**src/hdl/ledscan_pkg.sv**
```systemverilog
// ----------------------------------------------------------------------------
// ledscan_pkg
// Shared types, sizes and codes for the multiplexed rgb led pwm scanner.
// ----------------------------------------------------------------------------
`default_nettype none

package ledscan_pkg;

   // pwm resolution and blanking
   localparam int PWM_BITS   = 6;
   localparam int DEAD_STEPS = 1;
   localparam int PWM_LEVELS = 1 << PWM_BITS;
   localparam int STEP_WRAP  = PWM_LEVELS + DEAD_STEPS;
   localparam int STEP_W     = $clog2(STEP_WRAP + 1);

   // panel geometry
   localparam int NUM_PIXELS = 60;
   localparam int NUM_BANKS  = 2;
   localparam int NUM_QUADS  = 4;
   localparam int NUM_LEDS   = 5;
   localparam int NUM_THIRDS = 3;
   localparam int QUAD_SPAN  = 15;
   localparam int THIRD_SPAN = 5;
   localparam int ROTATE_BY  = 7 + 30;
   localparam int WORD_W     = 16;
   localparam int PIXEL_W    = 24;
   localparam int MEM_DEPTH  = NUM_BANKS * NUM_PIXELS;
   localparam int MEM_ADDR_W = $clog2(MEM_DEPTH);

   // command codes
   localparam logic [1:0] CMD_TICK  = 2'd0;
   localparam logic [1:0] CMD_WRITE = 2'd1;
   localparam logic [1:0] CMD_SWAP  = 2'd2;

   typedef struct packed {
      logic [1:0] command;
      logic [5:0] pixel_index;
      logic [7:0] red_level;
      logic [7:0] green_level;
      logic [7:0] blue_level;
   } req_type;

   typedef struct packed {
      logic [15:0] sink_word_first;
      logic [15:0] sink_word_second;
      logic [15:0] sink_word_third;
      logic [15:0] sink_word_fourth;
      logic        latch_strobe;
      logic [2:0]  common_drive;
      logic        swap_waiting;
      logic        refused;
   } rsp_type;

   // controller to datapath
   typedef struct packed {
      logic start;
      logic rd_en;
      logic commit;
   } ctrl_cmd_type;

   // datapath to controller
   typedef struct packed {
      logic needs_read;
      logic read_last;
      logic rsp_free;
   } dp_status_type;

endpackage

`default_nettype wire

```
**src/hdl/ledscan_ram.sv**
```systemverilog
// ----------------------------------------------------------------------------
// ledscan_ram
// Generic single write port, single read port ram with registered read data.
// ----------------------------------------------------------------------------
`default_nettype none

module ledscan_ram #(
   parameter int WIDTH = 8,
   parameter int DEPTH = 16
) (
   input  wire logic                     clock,
   input  wire logic                     wr_en,
   input  wire logic [$clog2(DEPTH)-1:0] wr_addr,
   input  wire logic [WIDTH-1:0]         wr_data,
   input  wire logic                     rd_en,
   input  wire logic [$clog2(DEPTH)-1:0] rd_addr,
   output logic      [WIDTH-1:0]         rd_data
);

   logic [WIDTH-1:0] mem_ff [DEPTH];

   // storage write
   always_ff @(posedge clock) begin
      if (wr_en) begin
         mem_ff[wr_addr] <= wr_data;
      end
   end

   // registered read
   always_ff @(posedge clock) begin
      if (rd_en) begin
         rd_data <= mem_ff[rd_addr];
      end
   end

endmodule

`default_nettype wire

```
**src/hdl/ledscan_ctrl.sv**
```systemverilog
// ----------------------------------------------------------------------------
// ledscan_ctrl
// Sequencer: takes one item, runs the pixel read sweep if needed, then
// commits the result into the output register.
// ----------------------------------------------------------------------------
`default_nettype none

module ledscan_ctrl
   import ledscan_pkg::*;
(
   input  wire logic          clock,
   input  wire logic          reset,
   input  wire logic          req_valid,
   output logic               req_ready,
   input  wire dp_status_type status,
   output ctrl_cmd_type       cmd
);

   localparam logic [1:0] ST_IDLE  = 2'd0;
   localparam logic [1:0] ST_READ  = 2'd1;
   localparam logic [1:0] ST_DRAIN = 2'd2;
   localparam logic [1:0] ST_DONE  = 2'd3;

   logic [1:0] state_ff;
   logic [1:0] state_in;

   assign req_ready = (state_ff == ST_IDLE);

   // next state and commands
   always_comb begin
      state_in   = state_ff;
      cmd.start  = 1'b0;
      cmd.rd_en  = 1'b0;
      cmd.commit = 1'b0;
      unique case (state_ff)
         ST_IDLE: begin
            if (req_valid) begin
               cmd.start = 1'b1;
               state_in  = status.needs_read ? ST_READ : ST_DONE;
            end
         end
         ST_READ: begin
            cmd.rd_en = 1'b1;
            if (status.read_last) begin
               state_in = ST_DRAIN;
            end
         end
         ST_DRAIN: begin
            state_in = ST_DONE;
         end
         ST_DONE: begin
            if (status.rsp_free) begin
               cmd.commit = 1'b1;
               state_in   = ST_IDLE;
            end
         end
         default: begin
            state_in = ST_IDLE;
         end
      endcase
   end

   // state register
   always_ff @(posedge clock) begin
      if (reset) begin
         state_ff <= ST_IDLE;
      end else begin
         state_ff <= state_in;
      end
   end

endmodule

`default_nettype wire

```
**src/hdl/ledscan_datapath.sv**
```systemverilog
// ----------------------------------------------------------------------------
// ledscan_datapath
// Pixel banks, scan counters, bank flags, sink word build-up and the
// output register.
// ----------------------------------------------------------------------------
`default_nettype none

module ledscan_datapath
   import ledscan_pkg::*;
(
   input  wire logic         clock,
   input  wire logic         reset,
   input  wire req_type      req_data,
   input  wire logic         csr_valid,
   input  wire logic         csr_data,
   input  wire ctrl_cmd_type cmd,
   output dp_status_type     status,
   output logic              rsp_valid,
   input  wire logic         rsp_ready,
   output rsp_type           rsp_data
);

   // bit positions of each led's colors within a sink word
   localparam logic [3:0] RED_BIT   [NUM_LEDS] = '{4'd12, 4'd10, 4'd6, 4'd3, 4'd0};
   localparam logic [3:0] GREEN_BIT [NUM_LEDS] = '{4'd13, 4'd9, 4'd7, 4'd4, 4'd1};
   localparam logic [3:0] BLUE_BIT  [NUM_LEDS] = '{4'd14, 4'd8, 4'd11, 4'd5, 4'd2};

   // scan and bank state
   logic [STEP_W-1:0] step_ff,   step_in;
   logic [1:0]        third_ff,  third_in;
   logic              shown_ff,  shown_in;
   logic              back_ff,   back_in;
   logic [2:0]        common_ff, common_in;
   logic              rotate_ff;

   // item and sweep state
   req_type           item_ff;
   logic [1:0]        quad_ff;
   logic [2:0]        led_ff;
   logic [1:0]        quad_d_ff;
   logic [2:0]        led_d_ff;
   logic              rd_pend_ff;
   logic [WORD_W-1:0] acc_ff [NUM_QUADS];
   logic [MEM_DEPTH-1:0] vld_ff;
   logic              rd_vld_ff;

   // output register
   logic              rsp_valid_ff;
   rsp_type           rsp_data_ff;
   rsp_type           rsp_next;

   logic                  pending;
   logic [5:0]            pos;
   logic [5:0]            pos_map;
   logic [MEM_ADDR_W-1:0] rd_addr;
   logic [MEM_ADDR_W-1:0] wr_addr;
   logic                  wr_en;
   logic [PIXEL_W-1:0]    rd_raw;
   logic [PIXEL_W-1:0]    pixel;
   logic [WORD_W-1:0]     led_bits;
   logic [2:0]            third_step;

   assign pending = (shown_ff == back_ff);

   // status to the sequencer
   assign status.needs_read = (req_data.command == CMD_TICK) &&
                              (step_ff < STEP_W'(PWM_LEVELS));
   assign status.read_last  = (quad_ff == 2'(NUM_QUADS - 1)) &&
                              (led_ff == 3'(NUM_LEDS - 1));
   assign status.rsp_free   = !rsp_valid_ff || rsp_ready;

   // pixel position of the current led, then optional rotation
   assign pos = 6'(2'(NUM_QUADS - 1) - quad_ff) * 6'(QUAD_SPAN) + 6'(led_ff)
                + 6'(third_ff) * 6'(THIRD_SPAN);
   assign pos_map = (rotate_ff == 1'b0) ? pos :
                    (pos >= 6'(ROTATE_BY)) ? pos - 6'(ROTATE_BY) :
                    pos + 6'(NUM_PIXELS - ROTATE_BY);
   assign rd_addr = MEM_ADDR_W'(pos_map) +
                    (shown_ff ? MEM_ADDR_W'(NUM_PIXELS) : MEM_ADDR_W'(0));

   // back bank write on commit of an accepted write
   assign wr_addr = MEM_ADDR_W'(item_ff.pixel_index) +
                    (back_ff ? MEM_ADDR_W'(NUM_PIXELS) : MEM_ADDR_W'(0));
   assign wr_en   = cmd.commit && (item_ff.command == CMD_WRITE) && !pending &&
                    (item_ff.pixel_index < 6'(NUM_PIXELS));

   ledscan_ram #(
      .WIDTH (PIXEL_W),
      .DEPTH (MEM_DEPTH)
   ) u_bank_ram (
      .clock   (clock),
      .wr_en   (wr_en),
      .wr_addr (wr_addr),
      .wr_data ({item_ff.red_level, item_ff.green_level, item_ff.blue_level}),
      .rd_en   (cmd.rd_en),
      .rd_addr (rd_addr),
      .rd_data (rd_raw)
   );

   // never-written entries read as dark
   assign pixel = rd_vld_ff ? rd_raw : '0;

   // color bits of the led just read
   always_comb begin
      led_bits = '0;
      if (STEP_W'(pixel[23 -: PWM_BITS]) > step_ff) begin
         led_bits[RED_BIT[led_d_ff]] = 1'b1;
      end
      if (STEP_W'(pixel[15 -: PWM_BITS]) > step_ff) begin
         led_bits[GREEN_BIT[led_d_ff]] = 1'b1;
      end
      if (STEP_W'(pixel[7 -: PWM_BITS]) > step_ff) begin
         led_bits[BLUE_BIT[led_d_ff]] = 1'b1;
      end
   end

   // state update and result of the item being committed
   always_comb begin
      step_in    = step_ff;
      third_in   = third_ff;
      shown_in   = shown_ff;
      back_in    = back_ff;
      common_in  = common_ff;
      third_step = 3'(third_ff) + 3'd1;
      rsp_next   = '0;
      unique case (item_ff.command)
         CMD_TICK: begin
            if (step_ff >= STEP_W'(STEP_WRAP)) begin
               step_in = '0;
               if (third_step >= 3'(NUM_THIRDS)) begin
                  third_in = '0;
                  if (pending) begin
                     shown_in = ~shown_ff;
                  end
               end else begin
                  third_in = 2'(third_step);
               end
               common_in = 3'd1 << third_in;
            end else begin
               rsp_next.sink_word_first  = acc_ff[0];
               rsp_next.sink_word_second = acc_ff[1];
               rsp_next.sink_word_third  = acc_ff[2];
               rsp_next.sink_word_fourth = acc_ff[3];
               rsp_next.latch_strobe     = 1'b1;
               step_in = step_ff + STEP_W'(1);
               if (step_ff >= STEP_W'(PWM_LEVELS)) begin
                  common_in = '0;
               end
            end
         end
         CMD_WRITE: begin
            rsp_next.refused = pending;
         end
         CMD_SWAP: begin
            rsp_next.refused = pending;
            if (!pending) begin
               back_in = ~back_ff;
            end
         end
         default: begin
         end
      endcase
      rsp_next.common_drive = common_in;
      rsp_next.swap_waiting = (shown_in == back_in);
   end

   // control registers
   always_ff @(posedge clock) begin
      if (reset) begin
         step_ff      <= '0;
         third_ff     <= '0;
         shown_ff     <= 1'b1;
         back_ff      <= 1'b0;
         common_ff    <= '0;
         rotate_ff    <= 1'b0;
         rd_pend_ff   <= 1'b0;
         rsp_valid_ff <= 1'b0;
         vld_ff       <= '0;
      end else begin
         if (csr_valid) begin
            rotate_ff <= csr_data;
         end
         if (cmd.commit) begin
            step_ff   <= step_in;
            third_ff  <= third_in;
            shown_ff  <= shown_in;
            back_ff   <= back_in;
            common_ff <= common_in;
         end
         if (wr_en) begin
            vld_ff[wr_addr] <= 1'b1;
         end
         rd_pend_ff <= cmd.rd_en;
         if (cmd.commit) begin
            rsp_valid_ff <= 1'b1;
         end else if (rsp_ready) begin
            rsp_valid_ff <= 1'b0;
         end
      end
   end

   // item capture, sweep counters and word build-up
   always_ff @(posedge clock) begin
      if (cmd.start) begin
         item_ff <= req_data;
         quad_ff <= '0;
         led_ff  <= '0;
         for (int q = 0; q < NUM_QUADS; q++) begin
            acc_ff[q] <= '0;
         end
      end else begin
         if (cmd.rd_en) begin
            if (led_ff == 3'(NUM_LEDS - 1)) begin
               led_ff  <= '0;
               quad_ff <= quad_ff + 2'd1;
            end else begin
               led_ff <= led_ff + 3'd1;
            end
         end
         if (rd_pend_ff) begin
            acc_ff[quad_d_ff] <= acc_ff[quad_d_ff] | led_bits;
         end
      end
      if (cmd.rd_en) begin
         quad_d_ff <= quad_ff;
         led_d_ff  <= led_ff;
         rd_vld_ff <= vld_ff[rd_addr];
      end
      if (cmd.commit) begin
         rsp_data_ff <= rsp_next;
      end
   end

   assign rsp_valid = rsp_valid_ff;
   assign rsp_data  = rsp_data_ff;

endmodule

`default_nettype wire

```
**src/hdl/multiplexed_rgb_led_pwm_scanner_unit.sv**
```systemverilog
// ----------------------------------------------------------------------------
// multiplexed_rgb_led_pwm_scanner_unit
// Scan driver for 60 rgb leds in three multiplexed thirds, double banked.
// ----------------------------------------------------------------------------
// Lit-step scan tick: after accept the sequencer runs ST_READ, ST_DRAIN and ST_DONE; the 20 pixel
// reads go one per cycle through the bank ram port, and ST_DONE commits once the output register is free.
// Wrap tick, dead step, write, swap: straight to ST_DONE; no new item is taken until the sequencer is in ST_IDLE.
// A waiting result does not block acceptance of the next item.
// Synchronous reset clears counters, bank flags and pixel valid bits, so all
// pixels read dark; rotation is off and all commons are off after reset.
`default_nettype none

module multiplexed_rgb_led_pwm_scanner_unit
   import ledscan_pkg::*;
(
   input  wire logic    clock,
   input  wire logic    reset,
   input  wire logic    req_valid,
   output logic         req_ready,
   input  wire req_type req_data,
   output logic         rsp_valid,
   input  wire logic    rsp_ready,
   output rsp_type      rsp_data,
   input  wire logic    csr_valid,
   output logic         csr_ready,
   input  wire logic    csr_data
);

   ctrl_cmd_type  cmd;
   dp_status_type status;

   assign csr_ready = 1'b1;

   ledscan_ctrl u_ctrl (
      .clock     (clock),
      .reset     (reset),
      .req_valid (req_valid),
      .req_ready (req_ready),
      .status    (status),
      .cmd       (cmd)
   );

   ledscan_datapath u_datapath (
      .clock     (clock),
      .reset     (reset),
      .req_data  (req_data),
      .csr_valid (csr_valid),
      .csr_data  (csr_data),
      .cmd       (cmd),
      .status    (status),
      .rsp_valid (rsp_valid),
      .rsp_ready (rsp_ready),
      .rsp_data  (rsp_data)
   );

   // at most one common is ever on
   assert property (@(posedge clock) disable iff (reset)
      rsp_valid |-> $onehot0(rsp_data.common_drive))
      else $error("common drive not one-hot");

   // no words latched without a strobe
   assert property (@(posedge clock) disable iff (reset)
      (rsp_valid && !rsp_data.latch_strobe) |->
         (rsp_data.sink_word_first == 16'd0 && rsp_data.sink_word_second == 16'd0 &&
          rsp_data.sink_word_third == 16'd0 && rsp_data.sink_word_fourth == 16'd0))
      else $error("sink words set without latch strobe");

   // a refusal only happens with a swap still waiting and never latches
   assert property (@(posedge clock) disable iff (reset)
      (rsp_valid && rsp_data.refused) |->
         (rsp_data.swap_waiting && !rsp_data.latch_strobe))
      else $error("refusal without waiting swap");

   // bit 15 of a sink word has no led
   assert property (@(posedge clock) disable iff (reset)
      rsp_valid |-> !(rsp_data.sink_word_first[15] || rsp_data.sink_word_second[15] ||
                      rsp_data.sink_word_third[15] || rsp_data.sink_word_fourth[15]))
      else $error("unused sink word bit set");

endmodule

`default_nettype wire

```
**config.mk**
```make
export PLATFORM = sky130hd
export DESIGN_NAME = multiplexed_rgb_led_pwm_scanner_unit
export DESIGN_NICKNAME = d
export VERILOG_FILES = /design/src/hdl/ledscan_pkg.sv /design/src/hdl/ledscan_ram.sv /design/src/hdl/ledscan_ctrl.sv /design/src/hdl/ledscan_datapath.sv /design/src/hdl/multiplexed_rgb_led_pwm_scanner_unit.sv
export SDC_FILE = /design/constraint.sdc
export NUM_CORES = 2
export LEC_CHECK = 0
export BUFFER_PORTS_ARGS = -buffer_cell sky130_fd_sc_hd__buf_4
export CAP_MARGIN = 10
export CORE_MARGIN = 1
export CORE_UTILIZATION = 28
export CTS_CLUSTER_SIZE = 28
export DETAILED_ROUTE_END_ITERATION = 6
export GPL_ROUTABILITY_DRIVEN = 0
export SLEW_MARGIN = 20
export SYNTH_ARGS = -nofsm -noshare
export SYNTH_HDL_FRONTEND = slang
export SYNTH_SLANG_ARGS = --single-unit
export TNS_END_PERCENT = 20
```
**constraint.sdc**
```tcl
create_clock -name clock -period 7.8 [get_ports clock]
set_input_delay 1.17 -clock clock [delete_from_list [all_inputs] [get_ports clock]]
set_output_delay 1.17 -clock clock [all_outputs]
set_load 0.1 [all_outputs]
```
# Yosys cells after proc, flatten, opt, wreduce, memory -nomap -nowiden
# Memories as Yosys holds them, arrays and structs flattened. A register that Yosys moved wholly into a read port is not among the register bits.
# Index checks and enable logic that the tools add are counted.
# op_classes
n_addsub	11
mul	2
magnitude_cmp	19
n_eq_ne	12
n_shift	1
mux	62
bitwise	8
reduce_logical	23
# ops
operator	n
bitwise OR 120 bit	1
two-way mux 16 bit	4
bitwise OR 16 bit	3
two-way mux 1 bit	27
two-way mux 24 bit	1
two-way mux 4 bit	6
two-way mux 6 bit	4
> comparator 6 x 7 -> 1 bit	3
two-way mux 2 bit	9
< comparator 7 x 8 -> 1 bit, second input constant	2
OR reduction 16 bit	1
< comparator 4 x 5 -> 1 bit, second input constant	3
adder 6 x 7 -> 7 bit	2
>= comparator 7 bit, second input constant	2
demux 1 bit (select 4 bit)	3
>= comparator 4 x 1 -> 1 bit, second input constant	3
two-way mux 3 bit	4
logical AND 1 bit	9
equality test 2 bit, second input constant	4
case mux 2 bit (4 select lines)	1
adder 7 x 1 -> 7 bit, second input constant	1
binary-select mux 1 bit (select 7 bit)	1
demux 1 bit (select 7 bit)	1
>= comparator 7 x 1 -> 1 bit, second input constant	1
other kinds (30)	42
# totals
ff_bits	188
mem_bits_rw	2944
rom_bits	96
in_bits	38
out_inout_bits	73
wordCells	167
n_memories	5
# mem_list
memory	depth	width	rd	rd_clocked_by_memory_dff	wr	line	source
u_datapath.u_bank_ram.mem_ff	120	24	1	1	1	ledscan_ram.sv:20	logic [WIDTH-1:0] mem_ff [DEPTH];
u_datapath.acc_ff	4	16	5	5	4	ledscan_datapath.sv:43	logic [WORD_W-1:0] acc_ff [NUM_QUADS];
(no name shown)	8	4	1	0	0	ledscan_datapath.sv:107	led_bits[RED_BIT[led_d_ff]] = 1'b1;
(no name shown)	8	4	1	0	0	ledscan_datapath.sv:110	led_bits[GREEN_BIT[led_d_ff]] = 1'b1;
(no name shown)	8	4	1	0	0	ledscan_datapath.sv:113	led_bits[BLUE_BIT[led_d_ff]] = 1'b1;

# Depth between registers and ports, before layout
# depth
ltp_word	15
depth_mapped	32
ltp_nobuf	24

# Hierarchy
# A second synthesis with hierarchy kept.
# unflattened
cells_unflattened	6122
hier_area_um2	126884.2
# modules_own_cells
mod	n_inst	cells_each	area_per_inst_um2
ledscan_ram	1	4757	111369.3
ledscan_datapath	1	1342	15313.4
ledscan_ctrl	1	21	190.2
multiplexed_rgb_led_pwm_scanner_unit	1	2	11.3

# Worst setup path after synthesis
# OpenSTA, ideal clock, no wires.
# synth_timing
path_kind	reg2reg
startpoint	register u_datapath.quad_ff[0]
endpoint	register u_datapath.u_bank_ram.rd_data[14] (read register of u_datapath.u_bank_ram.mem_ff) (data pin)
t_arrival_ps	6146
required_ps	7535
slack_ps	1388
stages_incl_launch_ff	30
synth_period_minus_slack_ps	6412
cell_sequence	dfxtp_1 -> inv_1 -> ha_1 -> ha_1 -> ha_1 -> ha_1 -> ha_1 -> buf_6 -> buf_6 -> buf_8 -> buf_6 -> buf_6 -> inv_2 -> ha_1 -> inv_1 -> o21ai_0 -> a31oi_1 -> xnor2_1 -> nand2_1 -> xnor2_1 -> ha_1 -> fa_1 -> clkbuf_1 -> clkbuf_1 -> nor3_1 -> a32o_1 -> a211o_1 -> o41ai_1 -> a31oi_1 -> or3_1
# synth_between
elab_chain_cells	8
word_cells_on_any_way	10
cone_classes	add/sub: 6; mul: 1; order compare: 1; mux: 2
# synth_rtl
element	line	source
start, declared	ledscan_datapath.sv:38	logic [1:0] quad_ff;
start signal, assigned	ledscan_datapath.sv:215	quad_ff <= quad_ff + 2'd1;
subtractor 2 x 2 -> 3 bit *	ledscan_datapath.sv:73	assign pos = 6'(2'(NUM_QUADS - 1) - quad_ff) * 6'(QUAD_SPAN) + 6'(led_ff)
multiplier 6 x 4 -> 6 bit *	ledscan_datapath.sv:73	
adder 6 x 3 -> 6 bit *	ledscan_datapath.sv:73	
adder 6 x 5 -> 6 bit *	ledscan_datapath.sv:74	+ 6'(third_ff) * 6'(THIRD_SPAN);
adder 6 x 5 -> 6 bit, or another cell as far along	ledscan_datapath.sv:77	pos + 6'(NUM_PIXELS - ROTATE_BY);
two-way mux 6 bit	ledscan_datapath.sv:76	(pos >= 6'(ROTATE_BY)) ? pos - 6'(ROTATE_BY) :
two-way mux 6 bit *	ledscan_datapath.sv:75	assign pos_map = (rotate_ff == 1'b0) ? pos :
adder 6 x 7 -> 7 bit *	ledscan_datapath.sv:78	assign rd_addr = MEM_ADDR_W'(pos_map) +
end, declared	ledscan_ram.sv:17	output logic [WIDTH-1:0] rd_data
# Mark *: on every way between the ends. The rest lies on a longest branch, timed or not.
# A chain may end at the register's enable or synchronous reset.

# Worst setup path after layout
# layout_timing
startpoint	register u_datapath.quad_ff[0]
endpoint	register u_datapath.u_bank_ram.rd_data[20] (read register of u_datapath.u_bank_ram.mem_ff) (data pin)
# The elaborated chain is that of the path after synthesis.

==> flow_metrics.tcl <==
set metrics [dict create \
    status "finished, final reports clean" \
    ys_async_sr_fraction_pct 0 \
    hold_end "u_datapath.item_ff[10]" \
    dieArea_um2 415000 \
    finalCritPeriodShare_pct 96.8 \
    yosys_warnings 0 \
    p_int_mw 30.4 \
    core_um2 410000 \
    synth_edf_count 2344 \
    synth_ff_type "edfxtp_1" \
    p_sw_mw 16.1 \
    tns_ns 0 \
    worstHoldPathType "in -> reg" \
    r2r_cells 24 \
    clock_path_buffers 4 \
    cts_num_sinks 2490 \
    die_h_um 644 \
    clockPowerShare_pct 27.8 \
    path_cells "inv_1 -> ha_1 -> ha_1 -> inv_1 -> fa_1 -> inv_1 -> fa_1 -> fa_1 -> a21o_1 -> a21oi_1 -> xnor2_1 -> a31oi_2 -> xnor2_1 -> nand2_1 -> xnor2_1 -> ha_4 -> fa_2 -> or2_1 -> nor2_1 -> buf_4 -> a22oi_1 -> o21ai_0 -> o21ai_0 -> a221o_1" \
    maxSlewViolCount 0 \
    max_stage_delay_ns 0.62 \
    cp.arrival_ns 8.17 \
    sw_frac_of_total_pct 34.6 \
    clock_latency_ns 0.93 \
    drive_gt1_share_pct 31.2 \
    die_x_um 644 \
    combPwrFrac_pct 38.2 \
    portBuffers 103 \
    fmax_mhz 132 \
    seq_area_um2 73300 \
    post_drt_wl_per_cell_um 28.4 \
    timing.rr.end "u_datapath.u_bank_ram.rd_data[20]" \
    grt_antenna_before_repair 15 \
    crit_type "reg -> reg" \
    startpoint_type "flop" \
    critical_path.top_delay_family "adder cells" \
    ir_drop_v 0.000248 \
    syn_area_um2 115000 \
    regToRegStartpoint "u_datapath.quad_ff[0]" \
    placementRows 235 \
    root_buffer "clkbuf_16" \
    mostFrequentLayoutCell "edfxtp_1" \
    seq_area_frac_synth_pct 63.5 \
    ctsHoldBuffers 0 \
    seqPwrFrac_pct 34.0 \
    cts_buffers 281 \
    avgSynthCellArea_um2 18.2 \
    worst_pin_slew_ns 1.28 \
    cp_slowest_cell "nor2_1" \
    drtPass1Iterations 6 \
    crit_required_ns 8.42 \
    overflow 0 \
    dp_hpwl_mm 220 \
    finalNonFillerCells 12300 \
    crit_fanout 9 \
    cts_tree "built" \
    multiInputGateArea_um2 39700 \
    postSynthNetCount 6458 \
    slew_headroom_pct 14.4 \
    grt_max_degree 156 \
    via_count 69200 \
    cts_max_level 5 \
    power_density_nw_per_um2 350 \
    start_util_pct 28.1 \
    hold_viol 0 \
    most-common-layout-cells "edfxtp_1, mux4_2, buf_4, clkbuf_16, nor2_1" \
    rsz0062_at_grt "no" \
    rrSetupSlack_ns 0.25 \
    dp_cells 11800 \
    grt_pass1_vias 68700 \
    cp_num_buf_inv 4 \
    drtIter0Drc 8892 \
    period_needed_ns 7.55 \
    grtUsageTotal_pct 16.3 \
    ios 111 \
    setup.worst_path.end_class "flop" \
    via_per_inst 5.62 \
    drt-total-wl_mm 349 \
    drc 0 \
    ant_nets 0 \
    leakage_nw 42.3 \
    clock_skew_ns 0.105 \
    n_fill_cell 38900 \
    syn_inst 6353 \
    synth_cell_type_count 79 \
    syn2layout_area_growth_pct 15.3 \
    path_clk_slew_ns 0.06 \
    setup_violations 0 \
    hold_start "req_data[10]" \
    cap_violations 0 \
    grt_pass1_wl_mm 500 \
    ys_ff_latch 2490 \
    nets 6749 \
    hold_depth 1 \
]
-- routing by layer --
metal	global-route usage, %	vias up	wire, um
met5	0	-	27
met1	21.9	36800	138000
met3	3.67	725	35400
met4	6.53	4	14800
met2	25.7	4052	162000
li1	-	27600	-
-- area by class of cell --
cell class	instances	area share (%)
repair buffers	496	3.18
well taps	5451	5.13
inverters	33	0.0997
flip-flops and latches	2490	55.1
multi-input cells	3342	29.9
clock inverters	130	0.885
diodes	9	0.0169
clock buffers	361	5.73
-- power by group through the flow --
| stage | logic [mW] | registers (mW) | clock network, mW |
|---|---|---|---|
| 2_1_floorplan | 11.3 | 16.6 | 0 |
| 3_3_place_gp | 17.5 | 16.1 | 0 |
| 3_5_place_dp | 17.6 | 16.1 | 0 |
| 4_1_cts | 17.7 | 15.8 | 13.1 |
| 5_1_grt | 18.6 | 15.9 | 13.6 |
| 6_report | 17.8 | 15.8 | 12.9 |
-- registers in the layout, indices dropped and copies added, names as in the netlist, 2 cells and up, named ones only --
name                           count
u_datapath.vld_ff                120
u_datapath.quad_d_ff               2
u_datapath.item_ff                26
u_datapath.third_ff                2
u_datapath.u_bank_ram.mem_ff    2160
u_datapath.acc_ff                 64
rsp_data                          63
u_datapath.common_ff               3
u_datapath.led_ff                  3
u_ctrl.state_ff                    2
u_datapath.u_bank_ram.rd_data     18
u_datapath.rsp_data                7
u_datapath.led_d_ff                3
u_datapath.quad_ff                 2
u_datapath.step_ff                 7
-- synthesized netlist by cell type, drive strengths merged, types with 12 or more instances --
cell | instances | area share (%)
edfxtp | 2344 | 61
mux4 | 1086 | 21
nor2 | 376 | 1.2
buf | 324 | 1.9
a22oi | 228 | 1.5
mux2i | 225 | 2.0
a21oi | 216 | 0.94
nand2 | 205 | 0.67
clkbuf | 164 | 0.53
o22ai | 163 | 0.88
dfxtp | 146 | 2.5
and2 | 95 | 0.51
a221oi | 84 | 0.65
o21ai | 78 | 0.34
ha | 60 | 0.65
nor3 | 54 | 0.23
a211oi | 42 | 0.27
o221ai | 39 | 0.30
a31oi | 36 | 0.20
inv | 33 | 0.11
a22o | 31 | 0.24
nand3 | 28 | 0.12
mux2 | 23 | 0.22
or3 | 19 | 0.10
nand4 | 18 | 0.098
nor4 | 18 | 0.098
xnor2 | 18 | 0.14
nor2b | 17 | 0.092
and3 | 14 | 0.076
nand2b | 13 | 0.070
o211ai | 12 | 0.078
-- cells by family (layout without fill, tap and decap cells) --
family,after synthesis,after routing,synth area share (%)
fa+ha+maj,67,67,0.772
compound gates,1033,1033,6.15
simple gates,883,883,3.47
xor+xnor,24,24,0.182
flops,2490,2490,63.5
mux,1334,1334,23.4
other cells,1,10,0.00325
buf+inv,521,1020,2.55
-- stage by stage --
stage               hold slack (ns)  area [um2]  setup WS [ns]  power, mW  utilization (%)
floorplan                     0.437      115000           1.39       27.9                -
global placement              0.444      124000          0.152       33.5             30.3
detailed placement            0.461      124000          0.142       33.7             30.3
CTS                           0.400      133000         0.0807       46.6             32.4
global route                  0.396      133000         0.0486       48.1             32.4
finish                        0.423      133000          0.247       46.5             32.4
-- timing repair --
action                                  CTS  global route
setup buffers                             0             0
gates resized for setup                   0             3
hold endpoints to repair                  0             0
endpoints found under the setup margin    0             6
-- how the worst max path moves through the flow --
stage	end	slack [ns]	from	cells after the start
after detailed placement	u_datapath.u_bank_ram.rd_data[4]	0.14	u_datapath.quad_ff[0]	26
final	u_datapath.u_bank_ram.rd_data[20]	0.25	u_datapath.quad_ff[0]	24
after global placement	u_datapath.u_bank_ram.rd_data[4]	0.15	u_datapath.quad_ff[0]	26
after CTS	u_datapath.u_bank_ram.rd_data[4]	0.08	u_datapath.quad_ff[0]	26
after floorplan	u_datapath.u_bank_ram.rd_data[14]	1.39	u_datapath.quad_ff[0]	29
after global routing	u_datapath.u_bank_ram.rd_data[14]	0.05	u_datapath.quad_ff[0]	27
Note: power is estimated with default switching activity, not from simulation.
